**src/rtl/core/mesf_pkg.sv**
```systemverilog
// Shared types, widths and microcode ROM for the ellipse span fill engine.
// Used by mesf_dp, mesf_seq and midpoint_ellipse_span_fill_top; no dependencies.
`default_nettype none

package mesf_pkg;

  // Geometry widths
  localparam int RADIUS_BITS = 10;
  localparam int CEN_W       = 15;
  localparam int OUT_W       = 16;
  localparam int X_W         = RADIUS_BITS + 1;      // span half width
  localparam int Y_W         = RADIUS_BITS + 2;      // signed row offset, reaches -1
  localparam int SQ_W        = 2 * RADIUS_BITS;      // squared radius
  localparam int DEC_W       = 4 * RADIUS_BITS + 8;  // decision, x4 scaled
  localparam int A_W         = SQ_W + 1;             // signed multiplier operand A
  localparam int B_W         = 2 * X_W + 3;          // signed multiplier operand B
  localparam int P_W         = A_W + B_W;            // product

  // Item function codes
  localparam logic FUNC_START = 1'b0;
  localparam logic FUNC_TICK  = 1'b1;

  // Drawing phase
  localparam logic [1:0] PH_IDLE = 2'd0;
  localparam logic [1:0] PH_R1   = 2'd1;
  localparam logic [1:0] PH_R2   = 2'd2;

  // Microcode addresses
  localparam int UCODE_LEN = 22;
  localparam int UPC_W     = $clog2(UCODE_LEN);

  localparam logic [UPC_W-1:0] UA_ST_SQRX = UPC_W'(0);
  localparam logic [UPC_W-1:0] UA_ST_SQRY = UPC_W'(1);
  localparam logic [UPC_W-1:0] UA_ST_RXSQ = UPC_W'(2);
  localparam logic [UPC_W-1:0] UA_ST_RYSQ = UPC_W'(3);
  localparam logic [UPC_W-1:0] UA_ST_RXRY = UPC_W'(4);
  localparam logic [UPC_W-1:0] UA_ST_FIN  = UPC_W'(5);
  localparam logic [UPC_W-1:0] UA_R1_X    = UPC_W'(6);
  localparam logic [UPC_W-1:0] UA_R1_Y    = UPC_W'(7);
  localparam logic [UPC_W-1:0] UA_R1_CMP  = UPC_W'(8);
  localparam logic [UPC_W-1:0] UA_R1_EMIT = UPC_W'(9);
  localparam logic [UPC_W-1:0] UA_R1_DIAG = UPC_W'(10);
  localparam logic [UPC_W-1:0] UA_R1_HORZ = UPC_W'(11);
  localparam logic [UPC_W-1:0] UA_SW_TX   = UPC_W'(12);
  localparam logic [UPC_W-1:0] UA_SW_TXT  = UPC_W'(13);
  localparam logic [UPC_W-1:0] UA_SW_DY   = UPC_W'(14);
  localparam logic [UPC_W-1:0] UA_SW_DYT  = UPC_W'(15);
  localparam logic [UPC_W-1:0] UA_SW_RR   = UPC_W'(16);
  localparam logic [UPC_W-1:0] UA_SW_FIN  = UPC_W'(17);
  localparam logic [UPC_W-1:0] UA_R2_EMIT = UPC_W'(18);
  localparam logic [UPC_W-1:0] UA_R2_DIAG = UPC_W'(19);
  localparam logic [UPC_W-1:0] UA_R2_DFIN = UPC_W'(20);
  localparam logic [UPC_W-1:0] UA_R2_VERT = UPC_W'(21);

  typedef enum logic [2:0] {
    A_ZERO, A_RX, A_RY, A_RXSQ, A_RYSQ, A_TX, A_DY
  } a_sel_e;

  typedef enum logic [3:0] {
    B_ONE, B_RX, B_RY, B_RYSQ, B_X, B_Y, B_TX, B_DY, B_PROD,
    B_2X5, B_2Y, B_5M2Y, B_2X4
  } b_sel_e;

  typedef enum logic [2:0] {
    ACC_HOLD, ACC_LOAD, ACC_ADD, ACC_SUB, ACC_LDDEC
  } acc_op_e;

  typedef enum logic [1:0] {
    SQ_NONE, SQ_RX, SQ_RY
  } sq_sel_e;

  typedef enum logic [1:0] {
    PS_KEEP, PS_R1, PS_R2
  } ph_set_e;

  typedef enum logic [2:0] {
    C_NEXT, C_JUMP, C_ACC_NN, C_DEC_NEG, C_DEC_POS
  } cond_e;

  // One microcode control word
  typedef struct packed {
    a_sel_e           a_sel;
    b_sel_e           b_sel;
    logic             mul_en;
    acc_op_e          acc_op;
    logic             x4;
    logic             dec_we;
    sq_sel_e          sq_we;
    logic             x_inc;
    logic             y_dec;
    logic             xy_init;
    logic             emit;
    logic             last_chk;
    ph_set_e          ph_set;
    cond_e            cond;
    logic [UPC_W-1:0] target;
    logic             done;
  } cw_t;

  // Datapath flags seen by the sequencer
  typedef struct packed {
    logic acc_d_neg;
    logic dec_neg;
    logic dec_pos;
    logic y_zero;
  } dp_stat_t;

  // Sequencer status seen by the top level
  typedef struct packed {
    logic       busy;
    logic [1:0] phase;
    logic       emit;
    logic       last;
  } seq_stat_t;

  // Product register feeds the accumulator one step after the multiply.
  function automatic cw_t ucode(input logic [UPC_W-1:0] addr);
    cw_t w;
    w = '0;
    unique case (addr)
      // start: squares, then d = 4ry2 - 4rx2*ry + rx2
      UA_ST_SQRX: begin
        w.a_sel = A_RX;   w.b_sel = B_RX;  w.mul_en = 1'b1;
      end
      UA_ST_SQRY: begin
        w.a_sel = A_RY;   w.b_sel = B_RY;  w.mul_en = 1'b1;
        w.sq_we = SQ_RX;
      end
      UA_ST_RXSQ: begin
        w.a_sel = A_RXSQ; w.b_sel = B_ONE; w.mul_en = 1'b1;
        w.sq_we = SQ_RY;
      end
      UA_ST_RYSQ: begin
        w.acc_op = ACC_LOAD;
        w.a_sel = A_RYSQ; w.b_sel = B_ONE; w.mul_en = 1'b1;
      end
      UA_ST_RXRY: begin
        w.acc_op = ACC_ADD; w.x4 = 1'b1;
        w.a_sel = A_RXSQ; w.b_sel = B_RY;  w.mul_en = 1'b1;
      end
      UA_ST_FIN: begin
        w.acc_op = ACC_SUB; w.x4 = 1'b1; w.dec_we = 1'b1;
        w.xy_init = 1'b1; w.ph_set = PS_R1; w.done = 1'b1;
      end
      // region 1 span
      UA_R1_X: begin
        w.a_sel = A_RYSQ; w.b_sel = B_X;   w.mul_en = 1'b1;
      end
      UA_R1_Y: begin
        w.acc_op = ACC_LOAD;
        w.a_sel = A_RXSQ; w.b_sel = B_Y;   w.mul_en = 1'b1;
      end
      UA_R1_CMP: begin
        w.acc_op = ACC_SUB;
        w.a_sel = A_RYSQ; w.b_sel = B_2X5; w.mul_en = 1'b1;
        w.cond = C_ACC_NN; w.target = UA_SW_TX;
      end
      UA_R1_EMIT: begin
        w.emit = 1'b1; w.x_inc = 1'b1;
        w.acc_op = ACC_LDDEC; w.x4 = 1'b1;
        w.a_sel = A_RXSQ; w.b_sel = B_2Y;  w.mul_en = 1'b1;
        w.cond = C_DEC_NEG; w.target = UA_R1_HORZ;
      end
      UA_R1_DIAG: begin
        w.acc_op = ACC_SUB; w.x4 = 1'b1; w.dec_we = 1'b1;
        w.y_dec = 1'b1; w.done = 1'b1;
      end
      UA_R1_HORZ: begin
        w.dec_we = 1'b1; w.done = 1'b1;
      end
      // region switch: d = ry2*tx^2 + 4rx2*dy^2 - 4rx2*ry2
      UA_SW_TX: begin
        w.a_sel = A_TX;   w.b_sel = B_TX;  w.mul_en = 1'b1;
        w.ph_set = PS_R2;
      end
      UA_SW_TXT: begin
        w.a_sel = A_RYSQ; w.b_sel = B_PROD; w.mul_en = 1'b1;
      end
      UA_SW_DY: begin
        w.acc_op = ACC_LOAD;
        w.a_sel = A_DY;   w.b_sel = B_DY;  w.mul_en = 1'b1;
      end
      UA_SW_DYT: begin
        w.a_sel = A_RXSQ; w.b_sel = B_PROD; w.mul_en = 1'b1;
      end
      UA_SW_RR: begin
        w.acc_op = ACC_ADD; w.x4 = 1'b1;
        w.a_sel = A_RXSQ; w.b_sel = B_RYSQ; w.mul_en = 1'b1;
      end
      UA_SW_FIN: begin
        w.acc_op = ACC_SUB; w.x4 = 1'b1; w.dec_we = 1'b1;
        w.cond = C_JUMP; w.target = UA_R2_EMIT;
      end
      // region 2 span
      UA_R2_EMIT: begin
        w.emit = 1'b1; w.last_chk = 1'b1; w.y_dec = 1'b1;
        w.a_sel = A_RXSQ; w.b_sel = B_5M2Y; w.mul_en = 1'b1;
        w.cond = C_DEC_POS; w.target = UA_R2_VERT;
      end
      UA_R2_DIAG: begin
        w.x_inc = 1'b1;
        w.acc_op = ACC_LDDEC; w.x4 = 1'b1;
        w.a_sel = A_RYSQ; w.b_sel = B_2X4; w.mul_en = 1'b1;
      end
      UA_R2_DFIN: begin
        w.acc_op = ACC_ADD; w.x4 = 1'b1; w.dec_we = 1'b1; w.done = 1'b1;
      end
      UA_R2_VERT: begin
        w.acc_op = ACC_LDDEC; w.x4 = 1'b1; w.dec_we = 1'b1; w.done = 1'b1;
      end
      default: w.done = 1'b1;
    endcase
    return w;
  endfunction

endpackage

`default_nettype wire

```
**src/rtl/core/mesf_dp.sv**
```systemverilog
// Datapath of the ellipse span engine: one shared multiplier, accumulator,
// decision, step and squared-radius registers. Depends on mesf_pkg.
`default_nettype none

module mesf_dp (
  input  wire logic                                    clk_i,
  input  wire logic                                    ld_rad_i,
  input  wire logic        [mesf_pkg::RADIUS_BITS-1:0] radius_x_i,
  input  wire logic        [mesf_pkg::RADIUS_BITS-1:0] radius_y_i,
  input  wire mesf_pkg::cw_t                           cw_i,
  output mesf_pkg::dp_stat_t                           st_o,
  output logic             [mesf_pkg::X_W-1:0]         x_o,
  output logic signed      [mesf_pkg::Y_W-1:0]         y_o
);

  localparam int RB = mesf_pkg::RADIUS_BITS;
  localparam int XW = mesf_pkg::X_W;
  localparam int YW = mesf_pkg::Y_W;
  localparam int SW = mesf_pkg::SQ_W;
  localparam int DW = mesf_pkg::DEC_W;
  localparam int AW = mesf_pkg::A_W;
  localparam int BW = mesf_pkg::B_W;
  localparam int PW = mesf_pkg::P_W;

  logic        [RB-1:0] rx_q, ry_q;
  logic        [SW-1:0] rxsq_q, rysq_q;
  logic        [XW-1:0] x_q;
  logic signed [YW-1:0] y_q;
  logic signed [YW-1:0] dy;
  logic signed [PW-1:0] prod_q;
  logic signed [DW-1:0] acc_q, acc_d;
  logic signed [DW-1:0] dec_q;
  logic signed [DW-1:0] term_base, term;
  logic signed [AW-1:0] a_op;
  logic signed [BW-1:0] b_op;
  logic signed [BW-1:0] xe, ye;

  assign dy = y_q - YW'(1);
  assign xe = BW'(x_q);
  assign ye = BW'(y_q);

  always_comb begin
    unique case (cw_i.a_sel)
      mesf_pkg::A_RX:   a_op = AW'(rx_q);
      mesf_pkg::A_RY:   a_op = AW'(ry_q);
      mesf_pkg::A_RXSQ: a_op = AW'(rxsq_q);
      mesf_pkg::A_RYSQ: a_op = AW'(rysq_q);
      mesf_pkg::A_TX:   a_op = AW'({x_q, 1'b1});
      mesf_pkg::A_DY:   a_op = AW'(dy);
      default:          a_op = '0;
    endcase
  end

  always_comb begin
    unique case (cw_i.b_sel)
      mesf_pkg::B_ONE:  b_op = BW'(1);
      mesf_pkg::B_RX:   b_op = BW'(rx_q);
      mesf_pkg::B_RY:   b_op = BW'(ry_q);
      mesf_pkg::B_RYSQ: b_op = BW'(rysq_q);
      mesf_pkg::B_X:    b_op = xe;
      mesf_pkg::B_Y:    b_op = ye;
      mesf_pkg::B_TX:   b_op = BW'({x_q, 1'b1});
      mesf_pkg::B_DY:   b_op = BW'(dy);
      mesf_pkg::B_PROD: b_op = BW'(prod_q[2*XW+1:0]);
      mesf_pkg::B_2X5:  b_op = xe + xe + BW'(5);   // 2*(x+1)+3
      mesf_pkg::B_2Y:   b_op = ye + ye;            // 2*(y-1)+2
      mesf_pkg::B_5M2Y: b_op = BW'(5) - ye - ye;   // 3-2*(y-1)
      mesf_pkg::B_2X4:  b_op = xe + xe + BW'(4);   // 2*(x+1)+2
      default:          b_op = '0;
    endcase
  end

  assign term_base = DW'(prod_q);
  assign term      = cw_i.x4 ? (term_base <<< 2) : term_base;

  always_comb begin
    unique case (cw_i.acc_op)
      mesf_pkg::ACC_LOAD:  acc_d = term;
      mesf_pkg::ACC_ADD:   acc_d = acc_q + term;
      mesf_pkg::ACC_SUB:   acc_d = acc_q - term;
      mesf_pkg::ACC_LDDEC: acc_d = dec_q + term;
      default:             acc_d = acc_q;
    endcase
  end

  always_ff @(posedge clk_i) begin
    if (ld_rad_i) begin
      rx_q <= radius_x_i;
      ry_q <= radius_y_i;
    end
    if (cw_i.mul_en) prod_q <= a_op * b_op;
    acc_q <= acc_d;
    if (cw_i.dec_we) dec_q <= acc_d;
    unique case (cw_i.sq_we)
      mesf_pkg::SQ_RX: rxsq_q <= prod_q[SW-1:0];
      mesf_pkg::SQ_RY: rysq_q <= prod_q[SW-1:0];
      default: ;
    endcase
    if (cw_i.xy_init) begin
      x_q <= '0;
      y_q <= YW'(ry_q);
    end else begin
      if (cw_i.x_inc) x_q <= x_q + XW'(1);
      if (cw_i.y_dec) y_q <= y_q - YW'(1);
    end
  end

  assign st_o.acc_d_neg = acc_d[DW-1];
  assign st_o.dec_neg   = dec_q[DW-1];
  assign st_o.dec_pos   = !dec_q[DW-1] && (dec_q != '0);
  assign st_o.y_zero    = (y_q == '0);

  assign x_o = x_q;
  assign y_o = y_q;

endmodule

`default_nettype wire

```
**src/rtl/core/mesf_seq.sv**
```systemverilog
// Microcode sequencer: step counter, control ROM, branch logic and the
// drawing phase. Depends on mesf_pkg.
`default_nettype none

module mesf_seq (
  input  wire logic                 clk_i,
  input  wire logic                 rst_ni,
  input  wire logic                 in_acc_i,
  input  wire logic                 func_i,
  input  wire logic                 rad_zero_i,
  input  wire logic                 out_blocked_i,
  input  wire mesf_pkg::dp_stat_t   dp_st_i,
  output mesf_pkg::cw_t             cw_o,
  output mesf_pkg::seq_stat_t       st_o
);

  localparam int UW = mesf_pkg::UPC_W;

  logic          busy_q, busy_d;
  logic [UW-1:0] upc_q, upc_d;
  logic [1:0]    phase_q, phase_d;
  mesf_pkg::cw_t rom_w;
  logic          step_go;
  logic          taken;

  assign rom_w   = mesf_pkg::ucode(upc_q);
  // an emit step waits while the output word is still held
  assign step_go = busy_q && !(rom_w.emit && out_blocked_i);
  assign cw_o    = step_go ? rom_w : '0;

  always_comb begin
    unique case (rom_w.cond)
      mesf_pkg::C_JUMP:    taken = 1'b1;
      mesf_pkg::C_ACC_NN:  taken = !dp_st_i.acc_d_neg;
      mesf_pkg::C_DEC_NEG: taken = dp_st_i.dec_neg;
      mesf_pkg::C_DEC_POS: taken = dp_st_i.dec_pos;
      default:             taken = 1'b0;
    endcase
  end

  always_comb begin
    busy_d  = busy_q;
    upc_d   = upc_q;
    phase_d = phase_q;
    if (in_acc_i) begin
      if (func_i == mesf_pkg::FUNC_START) begin
        if (rad_zero_i) begin
          phase_d = mesf_pkg::PH_IDLE;
        end else begin
          busy_d = 1'b1;
          upc_d  = mesf_pkg::UA_ST_SQRX;
        end
      end else begin
        unique case (phase_q)
          mesf_pkg::PH_R1: begin
            busy_d = 1'b1;
            upc_d  = mesf_pkg::UA_R1_X;
          end
          mesf_pkg::PH_R2: begin
            busy_d = 1'b1;
            upc_d  = mesf_pkg::UA_R2_EMIT;
          end
          default: ;
        endcase
      end
    end else if (step_go) begin
      upc_d = taken ? rom_w.target : upc_q + UW'(1);
      if (rom_w.done) busy_d = 1'b0;
      unique case (rom_w.ph_set)
        mesf_pkg::PS_R1: phase_d = mesf_pkg::PH_R1;
        mesf_pkg::PS_R2: phase_d = mesf_pkg::PH_R2;
        default: ;
      endcase
      if (rom_w.last_chk && dp_st_i.y_zero) phase_d = mesf_pkg::PH_IDLE;
    end
  end

  always_ff @(posedge clk_i or negedge rst_ni) begin
    if (!rst_ni) begin
      busy_q  <= 1'b0;
      upc_q   <= '0;
      phase_q <= mesf_pkg::PH_IDLE;
    end else begin
      busy_q  <= busy_d;
      upc_q   <= upc_d;
      phase_q <= phase_d;
    end
  end

  assign st_o.busy  = busy_q;
  assign st_o.phase = phase_q;
  assign st_o.emit  = step_go && rom_w.emit;
  assign st_o.last  = rom_w.last_chk && dp_st_i.y_zero;

endmodule

`default_nettype wire

```
**src/rtl/core/midpoint_ellipse_span_fill_top.sv**
```systemverilog
// Filled ellipse span generator, top level: handshakes, centre and output
// registers. Depends on mesf_pkg, mesf_seq and mesf_dp.
//
// Usage: an input word with func = start latches centre and radii (no output
// word); a zero radius leaves the engine idle. Each func = tick word then
// yields one output word: span columns, lower row, mirrored upper row,
// upper_valid (y nonzero) and last_span on the final span. A tick while idle
// is taken and yields nothing.
// Each start and each tick of an active ellipse is worked on by microcode steps
// that share one multiplier with a registered product. in_stall_o is high while
// a word is being worked on.
// Output: one register; the next input word is taken while a result waits.
// If out_stall_i keeps the register full, the sequencer holds at its emit
// step until the word is taken; nothing is lost.
// Reset (async, active low) returns to idle with no output word pending.
`default_nettype none

module midpoint_ellipse_span_fill_top (
  input  wire logic                                    clk_i,
  input  wire logic                                    rst_ni,
  // input channel
  input  wire logic                                    in_valid_i,
  output logic                                         in_stall_o,
  input  wire logic                                    func_i,
  input  wire logic signed [mesf_pkg::CEN_W-1:0]       center_x_i,
  input  wire logic signed [mesf_pkg::CEN_W-1:0]       center_y_i,
  input  wire logic        [mesf_pkg::RADIUS_BITS-1:0] radius_x_i,
  input  wire logic        [mesf_pkg::RADIUS_BITS-1:0] radius_y_i,
  // output channel
  output logic                                         out_valid_o,
  input  wire logic                                    out_stall_i,
  output logic signed      [mesf_pkg::OUT_W-1:0]       span_left_o,
  output logic signed      [mesf_pkg::OUT_W-1:0]       span_right_o,
  output logic signed      [mesf_pkg::OUT_W-1:0]       row_lower_o,
  output logic signed      [mesf_pkg::OUT_W-1:0]       row_upper_o,
  output logic                                         upper_valid_o,
  output logic                                         last_span_o
);

  localparam int OW = mesf_pkg::OUT_W;
  localparam int CW = mesf_pkg::CEN_W;

  logic                          in_acc;
  logic                          start_acc;
  logic                          rad_zero;
  logic                          out_valid_q, out_valid_d;
  logic                          out_blocked;
  logic signed [CW-1:0]          cx_q, cy_q;
  logic signed [OW-1:0]          left_q, right_q, lower_q, upper_q;
  logic                          uvalid_q, last_q;
  logic [mesf_pkg::X_W-1:0]      x_w;
  logic signed [mesf_pkg::Y_W-1:0] y_w;
  mesf_pkg::cw_t                 cw;
  mesf_pkg::dp_stat_t            dp_st;
  mesf_pkg::seq_stat_t           seq_st;

  // one word in flight: stall while the sequencer runs
  assign in_stall_o = seq_st.busy;
  assign in_acc     = in_valid_i && !seq_st.busy;
  assign start_acc  = in_acc && (func_i == mesf_pkg::FUNC_START);
  assign rad_zero   = (radius_x_i == '0) || (radius_y_i == '0);

  assign out_blocked = out_valid_q && out_stall_i;

  mesf_seq u_seq (
    .clk_i         (clk_i),
    .rst_ni        (rst_ni),
    .in_acc_i      (in_acc),
    .func_i        (func_i),
    .rad_zero_i    (rad_zero),
    .out_blocked_i (out_blocked),
    .dp_st_i       (dp_st),
    .cw_o          (cw),
    .st_o          (seq_st)
  );

  mesf_dp u_dp (
    .clk_i      (clk_i),
    .ld_rad_i   (start_acc),
    .radius_x_i (radius_x_i),
    .radius_y_i (radius_y_i),
    .cw_i       (cw),
    .st_o       (dp_st),
    .x_o        (x_w),
    .y_o        (y_w)
  );

  // centre is latched on every start, zero radius included
  always_ff @(posedge clk_i) begin
    if (start_acc) begin
      cx_q <= center_x_i;
      cy_q <= center_y_i;
    end
  end

  // output word register
  assign out_valid_d = seq_st.emit || out_blocked;

  always_ff @(posedge clk_i or negedge rst_ni) begin
    if (!rst_ni) begin
      out_valid_q <= 1'b0;
    end else begin
      out_valid_q <= out_valid_d;
    end
  end

  always_ff @(posedge clk_i) begin
    if (seq_st.emit) begin
      left_q   <= OW'(cx_q) - OW'(x_w);
      right_q  <= OW'(cx_q) + OW'(x_w);
      lower_q  <= OW'(cy_q) + OW'(y_w);
      upper_q  <= OW'(cy_q) - OW'(y_w);
      uvalid_q <= !dp_st.y_zero;
      last_q   <= seq_st.last;
    end
  end

  assign out_valid_o   = out_valid_q;
  assign span_left_o   = left_q;
  assign span_right_o  = right_q;
  assign row_lower_o   = lower_q;
  assign row_upper_o   = upper_q;
  assign upper_valid_o = uvalid_q;
  assign last_span_o   = last_q;

`ifndef SYNTHESIS
  // final span sits on the centre row
  a_last_no_upper: assert property (@(posedge clk_i) disable iff (!rst_ni)
    (out_valid_o && last_span_o) |-> !upper_valid_o)
    else $error("last span with mirrored row valid");

  // emitting the last span ends the ellipse
  a_last_idles: assert property (@(posedge clk_i) disable iff (!rst_ni)
    (seq_st.emit && seq_st.last) |=> (seq_st.phase == mesf_pkg::PH_IDLE))
    else $error("phase not idle after last span");

  // spans only come from an active ellipse
  a_emit_phase: assert property (@(posedge clk_i) disable iff (!rst_ni)
    seq_st.emit |-> (seq_st.phase != mesf_pkg::PH_IDLE))
    else $error("span emitted while idle");

  // zero radius start or idle tick leaves the engine free
  a_no_work: assert property (@(posedge clk_i) disable iff (!rst_ni)
    ((start_acc && rad_zero) ||
     (in_acc && (func_i == mesf_pkg::FUNC_TICK) &&
      (seq_st.phase == mesf_pkg::PH_IDLE)))
    |=> (!seq_st.busy && (seq_st.phase == mesf_pkg::PH_IDLE)))
    else $error("engine started on an empty item");
`endif

endmodule

`default_nettype wire

```
**config.mk**
```make
export PLATFORM = sky130hd
export DESIGN_NAME = midpoint_ellipse_span_fill_top
export DESIGN_NICKNAME = d
export VERILOG_FILES = /design/src/rtl/core/mesf_pkg.sv /design/src/rtl/core/mesf_dp.sv /design/src/rtl/core/mesf_seq.sv /design/src/rtl/core/midpoint_ellipse_span_fill_top.sv
export SDC_FILE = /design/constraint.sdc
export NUM_CORES = 2
export LEC_CHECK = 0
export BUFFER_PORTS_ARGS = -buffer_cell sky130_fd_sc_hd__buf_4
export CAP_MARGIN = 10
export CORE_MARGIN = 2
export CORE_UTILIZATION = 66
export CTS_BUF_LIST = sky130_fd_sc_hd__clkbuf_4 sky130_fd_sc_hd__clkbuf_8 sky130_fd_sc_hd__clkbuf_16
export DETAILED_ROUTE_END_ITERATION = 12
export PLACE_DENSITY = 0.84
export SLEW_MARGIN = 20
export SYNTH_ARGS = -nofsm -noshare
export SYNTH_HDL_FRONTEND = slang
export SYNTH_HIERARCHICAL = 1
export SYNTH_SLANG_ARGS = --single-unit
```
**constraint.sdc**
```tcl
create_clock -name clk_i -period 14.6 [get_ports clk_i]
set_input_delay 0.73 -clock clk_i [delete_from_list [all_inputs] [get_ports clk_i]]
set_output_delay 0.73 -clock clk_i [all_outputs]
set_load 0.03 [all_outputs]
```
Yosys cells after proc, flatten, opt, wreduce, memory -nomap -nowiden --
Index checks and enable logic that the tools add are counted.
Storage, ports and cells: flip-flop bits (word level) 330, input port bits 55, output and inout bits 68, word-level logic and storage cells 176
Operators by class: add/sub/neg operators 16, $mul 1, eq/ne operators 59, muxes and demuxes 39, bitwise operators 1, reductions and logical operators 38
Operators by type and width (count):
- 25-bit case mux with 13 select lines | 1
- 48-bit case mux with 4 select lines | 1
- 8-bit case mux with 16 select lines | 1
- 21-bit case mux with 6 select lines | 1
- 48-bit adder | 2
- 25-bit by 4-bit adder with 25-bit output, second input constant | 2
- 48-bit nonzero test | 1
- 48-bit subtractor | 1
- 47-bit 2-to-1 mux | 1
- 21-bit by 25-bit multiplier with 46-bit output | 1
- 5-bit by 4-bit equality test with 1-bit output, second input constant | 8
- 15-bit by 12-bit adder with 16-bit output | 2
- 8-bit case mux with 4 select lines | 1
- 15-bit by 12-bit subtractor with 16-bit output | 2
- 31-bit 2-to-1 mux | 1
- 5-bit equality test, second input constant | 6
- 5-bit 2-to-1 mux | 5
- 4-bit equality test, second input constant | 5
- 5-bit by 3-bit equality test with 1-bit output, second input constant | 4
- 10-bit zero test | 2
- 10-bit 2-to-1 mux | 2
- 3-bit by 2-bit equality test with 1-bit output, second input constant | 6
- 17-bit OR reduction | 1
- 4-bit by 3-bit equality test with 1-bit output, second input constant | 4
- other kinds (41) | 93

Longest topological paths before layout --
word-level depth 15, gate-level depth with buffers 46, depth with buffers taken out 41

Cells and area by module --
Netlist, hierarchy kept.
Modules (own cells, without submodules):
- mesf_dp | instances 1, cells each 4023, area an instance 35361.4 um^2, seq. area each 6145.9 um^2
- midpoint_ellipse_span_fill_top | instances 1, cells each 506, area an instance 5851.9 um^2, seq. area each 2847.7 um^2
- mesf_seq | instances 1, cells each 209, area an instance 1395.1 um^2, seq. area each 200.2 um^2

Worst setup path before layout --
Ideal clock, no wire load.
path kind flip-flop to flip-flop, from register u_seq.upc_q[1], to register u_dp.prod_q[44], data pin, library setup time 0.263 ns, arrival time 9.974 ns, required time 14.337 ns, path slack 4.363 ns, stages on the path, launching flop included 42, path buffers 8, period minus slack after synthesis 10.237 ns, cells stage by stage dfrtp_1 > inv_1 > ha_1 > clkbuf_1 > nand3b_1 > a21oi_1 > nand2b_1 > clkbuf_1 > buf_2 > nor2_1 > clkbuf_1 > clkbuf_1 > nor3_1 > clkbuf_1 > buf_2 > a221o_1 > clkbuf_1 > nand2_1 > (+6 left out) > fa_1 > fa_1 > fa_1 > inv_1 > fa_1 > inv_1 > ha_1 > nand4_1 > o41a_1 > and3_1 > a21oi_1 > o211a_1 > o21ai_1 > nor2_1 > nand4_1 > a21oi_1 > a311oi_1 > xnor2_1
RTL lines:
- from (decl) | RTL line mesf_seq.sv:20 | logic [UW-1:0] upc_q, upc_d;
- from (signal assigned) | RTL line mesf_seq.sv:85 | upc_q <= upc_d;
- to (signal assigned) | RTL line mesf_dp.sv:91 | if (cw_i.mul_en) prod_q <= a_op * b_op;
- to (decl) | RTL line mesf_dp.sv:30 | logic signed [PW-1:0] prod_q;

==> results.md <==
* Number of hold violations in the final report at 0
* Warnings from Yosys at 6
* Count of pins over their slew limit at 0
* Total via count in the routed design at 35300
* Fillers at 4714
* Reg2reg path depth at 36
* Avg Inst Size Synth at 9.00 µm²
* Standard-cell rows at 93
* Crit-path leading delay family: adder cells
* Post-Synthesis Cell Area at 0.0425 mm²
* Routability Congestion at 1.01
* Number of global-route vias before repair at 35800
* Number of levels the H-tree was split into at 2
* Die boundary height at 258 µm
* Gate count of the mapped netlist at 4726
* Final sum of negative setup slack at 0 ns
* Layout cells sized above 1 at 8.24%
* Slew @ Worst Pin at 1.14 ns
* Standard cell with the maximum stage delay on the critical path: dfrtp_1
* I/O pin cnt at 123
* First-pass GRT wire length at 193000 µm
* Clk root buf: clkbuf_16
* Core Footprint at 0.0641 mm²
* Number of max-cap violations at 0
* Clock transition at the registers of the reported paths at 0.06 ns
* Synthesis-to-layout area growth at 7.15%
* Number of gates resized after CTS at 0
* All-Layer GR Usage at 37.1%
* Layout Nets at 5605
* Post-route design area at 0.0456 mm²
* Detailed-route vias per instance at 6.28
* Filler-free cell count of the finished design at 5615
* Register-to-register path setup slack at 2.32 ns
* Share of the clock period used by the worst path at 84.1%
* Number of buffers inserted during clock tree synthesis at 38
* Max Root-Sink Buffers at 3
* Synthesized net count at 5599
* Max transition margin at 24.1%
* Setup repair after global routing missed its margin: no
* Worst Skew at 0.0359 ns
* Number of detailed-routing iterations run before antenna repair at 7
* CTS tree: yes
* Clock network latency to the later pin of the worst-skew pair at 0.60 ns
* Die footprint at 0.0665 mm²
* Wirelength per Cell at 21.7 µm
* Die Width at 258 µm
* Total clock sinks at 328
* Achievable Freq at 0.0815 GHz
* Critical Path Sink Type: register
* Max Fanout on Critical Path at 27
* Slowest Stage Delay on Critical Path at 0.89 ns
* Startpoint type of the worst setup path: register
* Startpoint of the lowest-slack register-to-register path: u_seq/upc_q[3]$_DFFE_PN0P_
* Number of antenna cells inserted at 0
* Initial core utilization at 66.4%
* Critical path class: register to register
* Required time of the critical path at 14.94 ns
* Quantity of I/O buffers inserted on ports at 122
* Dpl cells at 5546
* Worst-case hold slack at 0.322 ns
* Most used cell along the critical path: fa_1
* Pin count of the biggest net entering global routing at 66
* Detailed Place HPWL at 91900 µm
* Worst r2r dst: u_dp/prod_q[43]$_DFFE_PP_
* Number of antenna violations at the first check in global routing at 1
* Final Routed Wirelength at 122000 µm
* Initial DRC Count at 4072
* Result of the run: complete, no violations
* Residual antenna-violating net count after detailed routing at 0
* Hold crit path type: input port to register
* Start point of the critical path: u_seq/upc_q[3]$_DFFE_PN0P_
* Residual DRC at 0
* Data arrival time of the critical path at 12.62 ns
* Cell Area, Placed at 0.0443 mm²
* Crit path buf inv count at 5
* Final worst path period need at 12.28 ns
* End of the critical path: u_dp/prod_q[43]$_DFFE_PP_
* Setup violations, final at 0
* Logic depth of the worst path, buffers included at 36
* Aggregate global routing overflow at 0
## worst min-delay path by stage
| stage | from | to | slack [ns] | cells past startpoint |
|---|---|---|---|---|
| 2_1_floorplan | rst_ni | out_valid_o$_DFF_PN0_ | 0.43 | 0 |
| 3_3_place_gp | u_dp/acc_q[16]$_DFF_P_ | u_dp/acc_q[16]$_DFF_P_ | 0.52 | 1 |
| 3_5_place_dp | u_dp/acc_q[16]$_DFF_P_ | u_dp/acc_q[16]$_DFF_P_ | 0.52 | 1 |
| 4_1_cts | center_x_i[9] | cx_q[9]$_DFFE_PP_ | 0.31 | 1 |
| 5_1_grt | center_x_i[7] | cx_q[7]$_DFFE_PP_ | 0.31 | 1 |
| 6_report | center_x_i[6] | cx_q[6]$_DFFE_PP_ | 0.32 | 1 |
## per-layer routing
metal / track usage (%) / vias up / part of all wire (%)
li1: - / 15600 / -
met1: 48.0 / 17200 / 37
met2: 60.9 / 2044 / 47
met3: 7.15 / 421 / 11
met4: 17.1 / 0 / 5.4
met5: 0 / - / 0
## stage by stage
step	setup WS [ns]	utilization (%)
after floorplan	4.47	-
after global routing	1.54	71.1
final	2.32	71.1
after CTS	2.53	71.1
after global placement	2.77	69.1
after detailed placement	2.59	69.1
## worst register-to-register path, delay by kind of cell (launching register included)
| family | cells | cell delay [ns] |
|---|---|---|
| xor gates and xnor gates | 1 | 0.10 |
| DFF | 1 | 0.89 |
| and+or+nand+nor | 10 | 3.09 |
| buffers and inverters | 5 | 0.59 |
| AOI/OAI and AO/OA | 12 | 3.33 |
| adders and majority gates | 8 | 4.01 |
## area by class of cell
class                   instances  area, µm²  share of cell area, %
repair buffers                187       1410                   3.08
inverters                     780       2930                   6.43
clock buffers                  51       1090                   2.38
flip-flops and latches        328       9190                   20.2
well taps                     855       1070                   2.35
clock inverters                17        180                  0.395
multi-input cells            3397      29700                   65.2
## cell usage in the layout, fill, tap and decap left out, types with 35 or more instances in the layout
| master | instances |
|---|---|
| xor2_1 | 87 |
| ha_1 | 277 |
| inv_1 | 775 |
| edfxtp_1 | 258 |
| nand2b_1 | 49 |
| nor3_1 | 57 |
| nor2b_1 | 82 |
| dfxtp_1 | 61 |
| nor2_1 | 352 |
| fa_1 | 541 |
| clkbuf_16 | 38 |
| o21ai_0 | 165 |
| and2_1 | 42 |
| a211oi_1 | 35 |
| nand3_1 | 62 |
| nand2_1 | 618 |
| a21oi_1 | 215 |
| buf_4 | 186 |
| xnor2_1 | 128 |
| a21o_1 | 71 |
| mux2i_1 | 47 |
## registers in the layout, summed over array words and instances, names as in the netlist
| name | flops |
|---|---|
| span_left_o | 16 |
| u_dp/prod_q | 46 |
| u_dp/rysq_q | 20 |
| u_dp/rx_q | 10 |
| u_dp/ry_q | 10 |
| u_dp/acc_q | 48 |
| upper_valid_o | 1 |
| out_valid_o | 1 |
| row_lower_o | 16 |
| u_dp/rxsq_q | 20 |
| u_dp/dec_q | 48 |
| cy_q | 15 |
| u_seq/upc_q | 5 |
| last_span_o | 1 |
| u_dp/x_o | 11 |
| span_right_o | 15 |
| u_dp/y_o | 12 |
| cx_q | 15 |
| row_upper_o | 15 |
| u_seq/phase_q | 2 |
| u_seq/busy_q | 1 |
## repair_timing
item | in CTS | in global routing
hold buffers | 1 | 0
endpoints found under the hold margin | 9 | 0
buffers inserted | 0 | 0
Power is not shown: default switching activity piles up to over one toggle a cycle in this logic, so the estimate is an artifact.
